==> src/rtl/and_mul_coefficient_splitter_core_assert.svh <==
// Assertion macros for the coefficient splitter
`ifndef AND_MUL_COEFFICIENT_SPLITTER_CORE_ASSERT_SVH
`define AND_MUL_COEFFICIENT_SPLITTER_CORE_ASSERT_SVH
// assert that a implies b on the next edge
`define AMCS_ASSERT_NEXT(label, a, b) \
    label: assert property (@(posedge clk) disable iff (!rst_n) (a) |=> (b)) \
        else $error("assertion failed");
// assert that a implies b on the same edge
`define AMCS_ASSERT_SAME(label, a, b) \
    label: assert property (@(posedge clk) disable iff (!rst_n) (a) |-> (b)) \
        else $error("assertion failed");
`endif

==> src/rtl/amcs_pkg.sv <==
// Shared types and constants of the coefficient splitter
package amcs_pkg;
    localparam int MAX_VARS_DEF = 6;
    localparam int DW = 64;
    localparam logic OP_MASK = 1'b0;
    localparam logic OP_SINGLE = 1'b1;
    localparam logic [1:0] CFG_VAR_COUNT = 2'd0;
    localparam logic [1:0] CFG_BIT_WIDTH = 2'd1;
    localparam logic [1:0] CFG_SINGLETONS = 2'd2;

    typedef enum logic [3:0] {
        CMD_NONE,
        CMD_CLEAR,
        CMD_INV_INIT,
        CMD_INV_MUL_A,
        CMD_INV_MUL_B,
        CMD_INV_STEP,
        CMD_INV_STORE,
        CMD_G_INIT,
        CMD_G_RD,
        CMD_G_ACC,
        CMD_SOLVE_MUL,
        CMD_SOLVE_WR,
        CMD_OUT_RD
    } cmd_op_t;

    typedef struct packed {
        cmd_op_t    op;
        logic [5:0] m;
        logic [5:0] s;
        logic [2:0] deg;
    } cmd_t;

    typedef struct packed {
        logic diff_zero;
        logic coeff_zero;
        logic mul_done;
    } stat_t;

    function automatic logic [2:0] pop6(input logic [5:0] v);
        logic [2:0] c;
        c = '0;
        for (int i = 0; i < 6; i++) c = c + {2'b0, v[i]};
        return c;
    endfunction

    function automatic logic [63:0] wmask(input logic [6:0] w);
        logic [63:0] r;
        r = '0;
        for (int i = 0; i < 64; i++) r[i] = (i < int'(w));
        return r;
    endfunction
endpackage

==> src/rtl/amcs_ctrl.sv <==
// Run sequencer: store clear, inverse build, popcount walk, submask walk, result drain
module amcs_ctrl #(
    parameter int MAX_VARS = amcs_pkg::MAX_VARS_DEF
) (
    input  logic           clk,
    input  logic           rst_n,
    input  logic           start,
    input  logic [2:0]     n,
    input  logic           single,
    input  amcs_pkg::stat_t stat,
    input  logic           out_stall,
    output amcs_pkg::cmd_t cmd,
    output logic           busy,
    output logic           out_valid,
    output logic [5:0]     out_mask,
    output logic           out_final
);
    import amcs_pkg::*;

    localparam int NVL = (MAX_VARS < 6) ? MAX_VARS : 6;
    localparam int CLR_LAST = (1 << NVL) - 1;

    typedef enum logic [4:0] {
        S_IDLE, S_CLEAR, S_INV, S_IMA, S_IWA, S_IMB, S_IWB, S_ISTEP, S_INVS,
        S_NEXTM, S_RDC, S_GINIT, S_GRD, S_GACC, S_MUL, S_MWAIT, S_WR,
        S_ORD, S_OWAIT, S_OUT
    } state_t;

    state_t     state_reg;
    logic [6:0] m_reg;
    logic [5:0] s_reg;
    logic [2:0] k_reg, deg_reg, it_reg;
    logic       fin_reg;
    logic [6:0] len;
    logic [2:0] maxdeg;

    assign len = 7'd1 << n;
    assign maxdeg = (n < 3'd2) ? 3'd2 : n;
    assign busy = (state_reg != S_IDLE);
    assign out_valid = (state_reg == S_OUT);
    assign out_mask = m_reg[5:0];
    assign out_final = fin_reg;

    always_comb
    begin
        cmd = '{op: CMD_NONE, m: m_reg[5:0], s: s_reg, deg: deg_reg};
        case (state_reg)
            S_CLEAR: cmd.op = CMD_CLEAR;
            S_INV:   cmd.op = CMD_INV_INIT;
            S_IMA:   cmd.op = CMD_INV_MUL_A;
            S_IMB:   cmd.op = CMD_INV_MUL_B;
            S_ISTEP: cmd.op = CMD_INV_STEP;
            S_INVS:  cmd.op = CMD_INV_STORE;
            S_GINIT: cmd.op = CMD_G_INIT;
            S_GRD:   cmd.op = CMD_G_RD;
            S_GACC:  cmd.op = CMD_G_ACC;
            S_MUL:   cmd.op = CMD_SOLVE_MUL;
            S_WR:    cmd.op = CMD_SOLVE_WR;
            S_ORD:   cmd.op = CMD_OUT_RD;
            S_RDC:   cmd.op = CMD_G_RD;
            default: cmd.op = CMD_NONE;
        endcase
    end

    always_ff @(posedge clk or negedge rst_n)
    begin
        if (!rst_n)
        begin
            state_reg <= S_IDLE;
            m_reg <= '0;
            s_reg <= '0;
            k_reg <= '0;
            deg_reg <= '0;
            it_reg <= '0;
            fin_reg <= 1'b0;
        end
        else
        begin
            case (state_reg)
                S_IDLE:
                begin
                    if (start)
                    begin
                        state_reg <= S_CLEAR;
                        m_reg <= '0;
                    end
                end
                S_CLEAR:
                begin
                    m_reg <= m_reg + 7'd1;
                    if (m_reg == 7'(CLR_LAST))
                    begin
                        state_reg <= S_INV;
                        deg_reg <= 3'd2;
                        it_reg <= '0;
                    end
                end
                S_INV:
                begin
                    it_reg <= '0;
                    state_reg <= S_IMA;
                end
                S_IMA: state_reg <= S_IWA;
                S_IWA:
                begin
                    if (stat.mul_done) state_reg <= S_IMB;
                end
                S_IMB: state_reg <= S_IWB;
                S_IWB:
                begin
                    if (stat.mul_done) state_reg <= S_ISTEP;
                end
                S_ISTEP:
                begin
                    it_reg <= it_reg + 3'd1;
                    state_reg <= (it_reg == 3'd4) ? S_INVS : S_IMA;
                end
                S_INVS:
                begin
                    it_reg <= '0;
                    if (deg_reg >= maxdeg)
                    begin
                        k_reg <= 3'd1;
                        m_reg <= '0;
                        state_reg <= (n == 3'd0) ? S_ORD : S_NEXTM;
                    end
                    else
                    begin
                        deg_reg <= deg_reg + 3'd1;
                        state_reg <= S_INV;
                    end
                end
                S_NEXTM:
                begin
                    if (m_reg >= len)
                    begin
                        m_reg <= '0;
                        if (k_reg >= n) state_reg <= S_ORD;
                        else k_reg <= k_reg + 3'd1;
                    end
                    else if (pop6(m_reg[5:0]) != k_reg || (k_reg == 3'd1 && single))
                        m_reg <= m_reg + 7'd1;
                    else
                    begin
                        s_reg <= m_reg[5:0];
                        deg_reg <= (k_reg < 3'd2) ? 3'd2 : k_reg;
                        state_reg <= S_RDC;
                    end
                end
                S_RDC: state_reg <= S_GINIT;
                S_GINIT:
                begin
                    if (stat.coeff_zero)
                    begin
                        m_reg <= m_reg + 7'd1;
                        state_reg <= S_NEXTM;
                    end
                    else state_reg <= S_GRD;
                end
                S_GRD: state_reg <= S_GACC;
                S_GACC:
                begin
                    s_reg <= (s_reg - 6'd1) & m_reg[5:0];
                    state_reg <= (((s_reg - 6'd1) & m_reg[5:0]) == 6'd0) ? S_MUL : S_GRD;
                end
                S_MUL:
                begin
                    if (stat.diff_zero)
                    begin
                        m_reg <= m_reg + 7'd1;
                        state_reg <= S_NEXTM;
                    end
                    else state_reg <= S_MWAIT;
                end
                S_MWAIT:
                begin
                    if (stat.mul_done) state_reg <= S_WR;
                end
                S_WR:
                begin
                    m_reg <= m_reg + 7'd1;
                    state_reg <= S_NEXTM;
                end
                S_ORD: state_reg <= S_OWAIT;
                S_OWAIT:
                begin
                    fin_reg <= (m_reg == len - 7'd1);
                    state_reg <= S_OUT;
                end
                S_OUT:
                begin
                    if (!out_stall)
                    begin
                        if (fin_reg) state_reg <= S_IDLE;
                        else
                        begin
                            m_reg <= m_reg + 7'd1;
                            state_reg <= S_ORD;
                        end
                    end
                end
                default: state_reg <= S_IDLE;
            endcase
        end
    end
endmodule

==> config.mk <==
export PLATFORM = sky130hd
export DESIGN_NAME = amcs_ctrl
export DESIGN_NICKNAME = d
export VERILOG_FILES = /design/src/rtl/and_mul_coefficient_splitter_core_assert.svh /design/src/rtl/amcs_pkg.sv /design/src/rtl/amcs_ctrl.sv
export SDC_FILE = /design/constraint.sdc
export NUM_CORES = 1
export LEC_CHECK = 0
export ABC_AREA = 1
export CAP_MARGIN = 30
export CORE_MARGIN = 2
export CORE_UTILIZATION = 25
export CTS_BUF_LIST = sky130_fd_sc_hd__clkbuf_2 sky130_fd_sc_hd__clkbuf_4 sky130_fd_sc_hd__clkbuf_8
export CTS_CLUSTER_SIZE = 28
export DETAILED_ROUTE_END_ITERATION = 16
export DONT_BUFFER_PORTS = 1
export PLACE_DENSITY = 0.41
export SLEW_MARGIN = 10
export SYNTH_ARGS = -nofsm -noshare
export SYNTH_HDL_FRONTEND = slang
export SYNTH_SLANG_ARGS = --single-unit
==> constraint.sdc <==
create_clock -name clk -period 4.6 [get_ports clk]
set_input_delay 1.15 -clock clk [delete_from_list [all_inputs] [get_ports clk]]
set_output_delay 1.15 -clock clk [all_outputs]
set_load 0.03 [all_outputs]
Word-level counts from Yosys, hierarchy flattened:

Memory sizes are Yosys's and may differ from the RTL's.
Index checks and enable logic that the tools add are counted.

* register bits: 28
* ROM bits: 128
* input port bits: 11
* output and inout port bits: 28
* logic and storage cells: 129
* memories kept: 1

Memories
* (no name shown): words 32, width 4, rd ports 1, clocked after Yosys merged registers in 0, wr ports 0, line amcs_ctrl.sv:47 `case (state_reg)`

* add/subtract/negate cells: 11
* order comparisons: 5
* equality and inequality tests: 42
* shifts and indexed selects: 1
* mux-type cells: 42
* bitwise gates (word level): 1
* reduce and logical (&&, ||, !) cells: 19

Operators with widths (number)
* case mux 5 bit (20 select lines): 1
* 2-to-1 mux 5 bit: 12
* 2-to-1 mux 7 bit: 8
* case mux 7 bit (7 select lines): 1
* == test 5 x 4 -> 1 bit (second input constant): 8
* 2-to-1 mux 3 bit: 12
* != test 2 bit (second input constant): 15
* == test 5 x 3 -> 1 bit (second input constant): 4
* == test 5 bit (second input constant): 4
* case mux 3 bit (3 select lines): 2
* AND reduction 8 bit: 2
* 2-to-1 mux 6 bit: 2
* case mux 6 bit (2 select lines): 1
* == test 5 x 2 -> 1 bit (second input constant): 2
* adder 3 x 1 -> 3 bit: 3
* adder 3 x 1 -> 3 bit (second input constant): 3
* != test 3 bit (second input constant): 3
* adder 7 x 1 -> 7 bit (second input constant): 1
* == test 7 x 6 -> 1 bit (second input constant): 1
* == test 7 bit: 1
* >= comparator 7 bit: 1
* nonzero test 7 bit: 1
* left shift 1 x 3 -> 7 bit (first input constant): 1
* subtractor 7 x 1 -> 7 bit (second input constant): 1
* 26 further kinds: 31

Depth between registers and ports, before layout:

* depth in word-level cells: 10
* mapped depth: 18
* gate-level depth less buffers: 18

Worst setup path after synthesis:

Ideal clock, no wire load.

* path kind: register to register
* start: reg m_reg[0]
* end: reg deg_reg[1]
* setup time: 0.126 ns
* data arrival time: 3.070 ns
* data required time: 4.474 ns
* slack: 1.404 ns
* cell stages (with the launch flop): 18
* buffers on the path: 0
* clock period less this slack: 3.196 ns
* cells stage by stage: dfrtp_1 > fa_1 > inv_1 > fa_1 > inv_1 > ha_1 > inv_1 > fa_1 > nand2_1 > inv_1 > nor2_1 > nand2_1 > nor2_1 > inv_1 > o21ai_1 > nand2_1 > nand2_1 > o21ai_1

* cells in the longest elaborated chain, start to end: 9
* elaborated cells on any way between the ends: 13
* classes of those cells: add/sub: 5; order compare: 1; eq/ne: 5; reduce/logical: 2

RTL lines
* start: declaration: line amcs_ctrl.sv:30 `logic [6:0] m_reg;`
* start signal: assignment: line amcs_ctrl.sv:90 `m_reg <= m_reg + 7'd1;`
* start signal: assignment: line amcs_ctrl.sv:142 `m_reg <= m_reg + 7'd1;`
* start signal: assignment: line amcs_ctrl.sv:155 `m_reg <= m_reg + 7'd1;`
* adder 1 x 1 -> 2 bit: line amcs_pkg.sv:43 `for (int i = 0; i < 6; i++) c = c + {2'b0, v[i]};`
* adder 2 x 1 -> 3 bit: line amcs_pkg.sv:43
* adder 3 x 1 -> 3 bit (3 in a row): line amcs_pkg.sv:43
* != test 3 bit: line amcs_ctrl.sv:141 `else if (pop6(m_reg[5:0]) != k_reg || (k_reg == 3'd1 && single))`
* logical OR 1 bit: line amcs_ctrl.sv:141
* != test 2 bit (no line)
* AND reduction 5 bit (no line) (*)
* end signal: assignment: line amcs_ctrl.sv:129 `deg_reg <= deg_reg + 3'd1;`
* end signal: assignment: line amcs_ctrl.sv:146 `deg_reg <= (k_reg < 3'd2) ? 3'd2 : k_reg;`
* end: declaration: line amcs_ctrl.sv:32 `logic [2:0] k_reg, deg_reg, it_reg;`

Every way passes the cells marked *; elsewhere a longest branch is shown, timed or not.
A chain may end at the register's enable or synchronous reset.

Worst setup path in the final report:

* start: reg m_reg[0]
* end: reg s_reg[1]

* cells in the longest elaborated chain, start to end: 9
* elaborated cells on any way between the ends: 11
* classes of those cells: add/sub: 5; order compare: 1; eq/ne: 3; reduce/logical: 2

RTL lines
* adder 1 x 1 -> 2 bit: line amcs_pkg.sv:43
* adder 2 x 1 -> 3 bit: line amcs_pkg.sv:43
* adder 3 x 1 -> 3 bit (3 in a row): line amcs_pkg.sv:43
* != test 3 bit: line amcs_ctrl.sv:141
* logical OR 1 bit: line amcs_ctrl.sv:141
* != test 2 bit (no line)
* AND reduction 3 bit (no line) (*)
* end signal: assignment: line amcs_ctrl.sv:145 `s_reg <= m_reg[5:0];`
* end signal: assignment: line amcs_ctrl.sv:163 `s_reg <= (s_reg - 6'd1) & m_reg[5:0];`
* end: declaration: line amcs_ctrl.sv:31 `logic [5:0] s_reg;`

Marks and branches as above.

==> impl_metrics.env <==
export IMPL_syn_inst=470
export IMPL_clkLatencyLatePin_ns=0.30
export IMPL_r2r_start="m_reg[0]$_DFFE_PN0P_"
export IMPL_combPwrFrac_pct=60.0
export IMPL_yosys_area_top_type="dfrtp_1"
export IMPL_die_h_microns=116
export IMPL_start_util_pct=25.8
export IMPL_power_density_nw_per_um2=370
export IMPL_drc=0
export IMPL_wl_per_cell_microns=15.1
export IMPL_ys_flop_type="dfrtp_1"
export IMPL_holdBufCountCts=0
export IMPL_async_flop_share_pct=100
export IMPL_cts_tree="yes"
export IMPL_cpLargestDelayFamily="adder cells"
export IMPL_n_antenna_cell=0
export IMPL_setup_tns_ns=0
export IMPL_slew_viol_final=0
export IMPL_drv_cap=0
export IMPL_crit_type="reg2reg"
export IMPL_grt_usage_pct=15.0
export IMPL_grt_ovfl_total=0
export IMPL_cts_setup_buffers=0
export IMPL_clk_path_buf_depth=2
export IMPL_synth_edf_count=0
export IMPL_io_buffer_count=0
export IMPL_drive_gt1_share_pct=11.7
export IMPL_period_share_pct=77.9
export IMPL_rsz0062_at_grt="no"
export IMPL_switching_power_mw=0.661
export IMPL_area_delta_synth_final_pct=5.08
export IMPL_layout_setup_ws_ns=1.02
export IMPL_ys_ff_latch=28
export IMPL_crit_path_frequent_cell="inv_1"
export IMPL_via_per_inst=4.58
export IMPL_core_sq_um=12100
export IMPL_timing_fmax_ghz=0.279
export IMPL_pwr_share_clk_pct=12.5
export IMPL_slowest_stage="fa_1"
export IMPL_ys_seq_area_share_pct=22.4
export IMPL_antenna_found_initial=0
export IMPL_crit_path_cell_trace="fa_1 > inv_1 > fa_1 > inv_1 > ha_1 > inv_1 > fa_1 > nand2_1 > inv_1 > nor2_1 > nand2_1 > nor2_1 > nor2_2 > a21oi_2 > nand2_2 > nand2_1 > o21ai_1"
export IMPL_ys_warn_count=0
export IMPL_max_slew_margin_rel_pct=38.5
export IMPL_final_cell_mix="nand2_1 (136), inv_1 (59), nor2_1 (39), nand3_1 (36), dfrtp_1 (28)"
export IMPL_cts_root_buf="clkbuf_8"
export IMPL_finalCriticalPeriod_ns=3.58
export IMPL_final_common_cell="nand2_1"
export IMPL_cts_resized=0
export IMPL_path_clk_slew_ns=0.11
export IMPL_row_count=40
export IMPL_utilization_pct=27.1
export IMPL_routed_wirelength_mm=9.47
export IMPL_cp_end_kind="flip-flop"
export IMPL_place_gp_congestion=0.911
export IMPL_cts_made_buffers=3
export IMPL_start_kind="flip-flop"
export IMPL_cp_required_ns=4.79
export IMPL_worst_pin_slew_ns=0.913
export IMPL_syn_nets=509
export IMPL_synthDominantCellAreaShare_pct=22.4
export IMPL_p_seq_share_pct=27.5
export IMPL_instances_no_fill=628
export IMPL_grt_max_degree=29
export IMPL_drtIter0Drc=195
export IMPL_grt_pass1_wl_mm=15.5
export IMPL_swShare_pct=54.3
export IMPL_io_pins=39
export IMPL_synthTopCellsByArea="dfrtp_1 (22%), nand2_1 (16%), ha_1 (10%)"
export IMPL_cp_arrival_ns=3.77
export IMPL_setup_viol=0
export IMPL_place_inst=625
export IMPL_hp_class="in2async"
export IMPL_dp_slack_ns=1.03
export IMPL_p_leak_nw=1.67
export IMPL_grt_pass1_vias=2900
export IMPL_startpoint="m_reg[0]$_DFFE_PN0P_"
export IMPL_crit_fanout=10
export IMPL_netlist_cell_type_count=38
export IMPL_die_x_microns=116
export IMPL_cts_sinks=28
export IMPL_h_tree_depth=1
export IMPL_syn_avg_cell_area_sq_um=6.66
export IMPL_num_vias=2875
export IMPL_antenna_left=0
export IMPL_drt_first_pass_iters=4
export IMPL_cpPeakStageDelay_ns=0.59
export IMPL_post_dp_hpwl_mm=7.52
export IMPL_dieArea_sq_um=13400
export IMPL_intPower_mw=0.557
export IMPL_status="completed"
export IMPL_peakVddDrop_uv=147
export IMPL_finalHoldViolCount=0
export IMPL_nNetsFinal=501
export IMPL_skew_ns=0.00712
export IMPL_syn_cell_area_sq_um=3130
export IMPL_largest_register_ffs=7
export IMPL_path_buf_inv=4
==> synth_stat cells (6+ instances only) <==
cell type	count
nand2_1	136
ha_1	25
nor2_1	39
dfrtp_1	28
o22ai_1	6
inv_1	59
nand3_1	36
a21oi_1	15
buf_4	13
o21ai_1	9
xor2_1	7
nand2_2	9
nand4_1	6
o21ai_0	21
==> through the flow <==
step / total power [mW] / hold slack, ns / area, sq um
floorplan: 0.920 / 0.470 / 3130
global placement: 1.08 / 0.491 / 3250
detailed placement: 1.08 / 0.514 / 3250
CTS: 1.24 / 0.515 / 3290
global route: 1.33 / 0.507 / 3290
finish: 1.22 / 0.527 / 3290
==> power groups by stage <==
stage          sequential [mW]  clock, mW  combinational [mW]
6_report                 0.335      0.152               0.731
5_1_grt                  0.340      0.168               0.823
4_1_cts                  0.337      0.161               0.737
3_3_place_gp             0.341          0               0.739
2_1_floorplan            0.327          0               0.593
3_5_place_dp             0.341          0               0.736
==> worst register-to-register path, cell delays in order, from the launching register on <==
cell	delay (ns)
dfrtp_1	0.53
fa_1	0.59
inv_1	0.05
fa_1	0.47
inv_1	0.04
ha_1	0.17
inv_1	0.07
fa_1	0.42
nand2_1	0.08
inv_1	0.04
nor2_1	0.12
nand2_1	0.07
nor2_1	0.20
nor2_2	0.07
a21oi_2	0.21
nand2_2	0.18
nand2_1	0.09
o21ai_1	0.06
==> logic make-up (layout without fill, tap and decap cells) <==
| family | after synthesis | in the layout | share of synthesized area (%) |
|---|---|---|---|
| xor+xnor | 10 | 10 | 2.80 |
| fa+ha+maj | 28 | 28 | 11.9 |
| buf+inv | 84 | 74 | 12.2 |
| simple gates | 260 | 260 | 40.1 |
| compound gates | 60 | 60 | 10.6 |
| flops | 28 | 28 | 22.4 |
==> routing by layer <==
layer | vias to the layer above | part of all wire (%) | GRT usage [%]
met3 | 10 | 4.3 | 2.82
met1 | 1333 | 47 | 19.0
li1 | 1481 | - | -
met5 | - | 0 | 0
met2 | 51 | 47 | 25.4
met4 | 0 | 1.6 | 5.24
==> final timing paths <==
path / cells after the start / slack [ns] / to
worst max-delay path: 17 / 1.02 / s_reg[1]$_DFFE_PN0P_
worst min-delay path: 0 / 0.53 / m_reg[6]$_DFFE_PN0P_
worst max register to register: 17 / 1.02 / s_reg[1]$_DFFE_PN0P_
worst min register to register: 1 / 0.53 / it_reg[0]$_DFFE_PN0P_
max in group asynchronous: 0 / 3.99 / k_reg[1]$_DFFE_PN0P_
min in group clk: 1 / 0.53 / it_reg[0]$_DFFE_PN0P_
==> layout make-up <==
class,instances,area (sq um)
clock buffer,3,41.3
inverter,66,253
tap,168,210
timing repair buffer,5,37.5
sequential,28,701
multi-input combinational,358,2050
fill,1422,8820
Note: power is estimated with default switching activity, not from simulation.
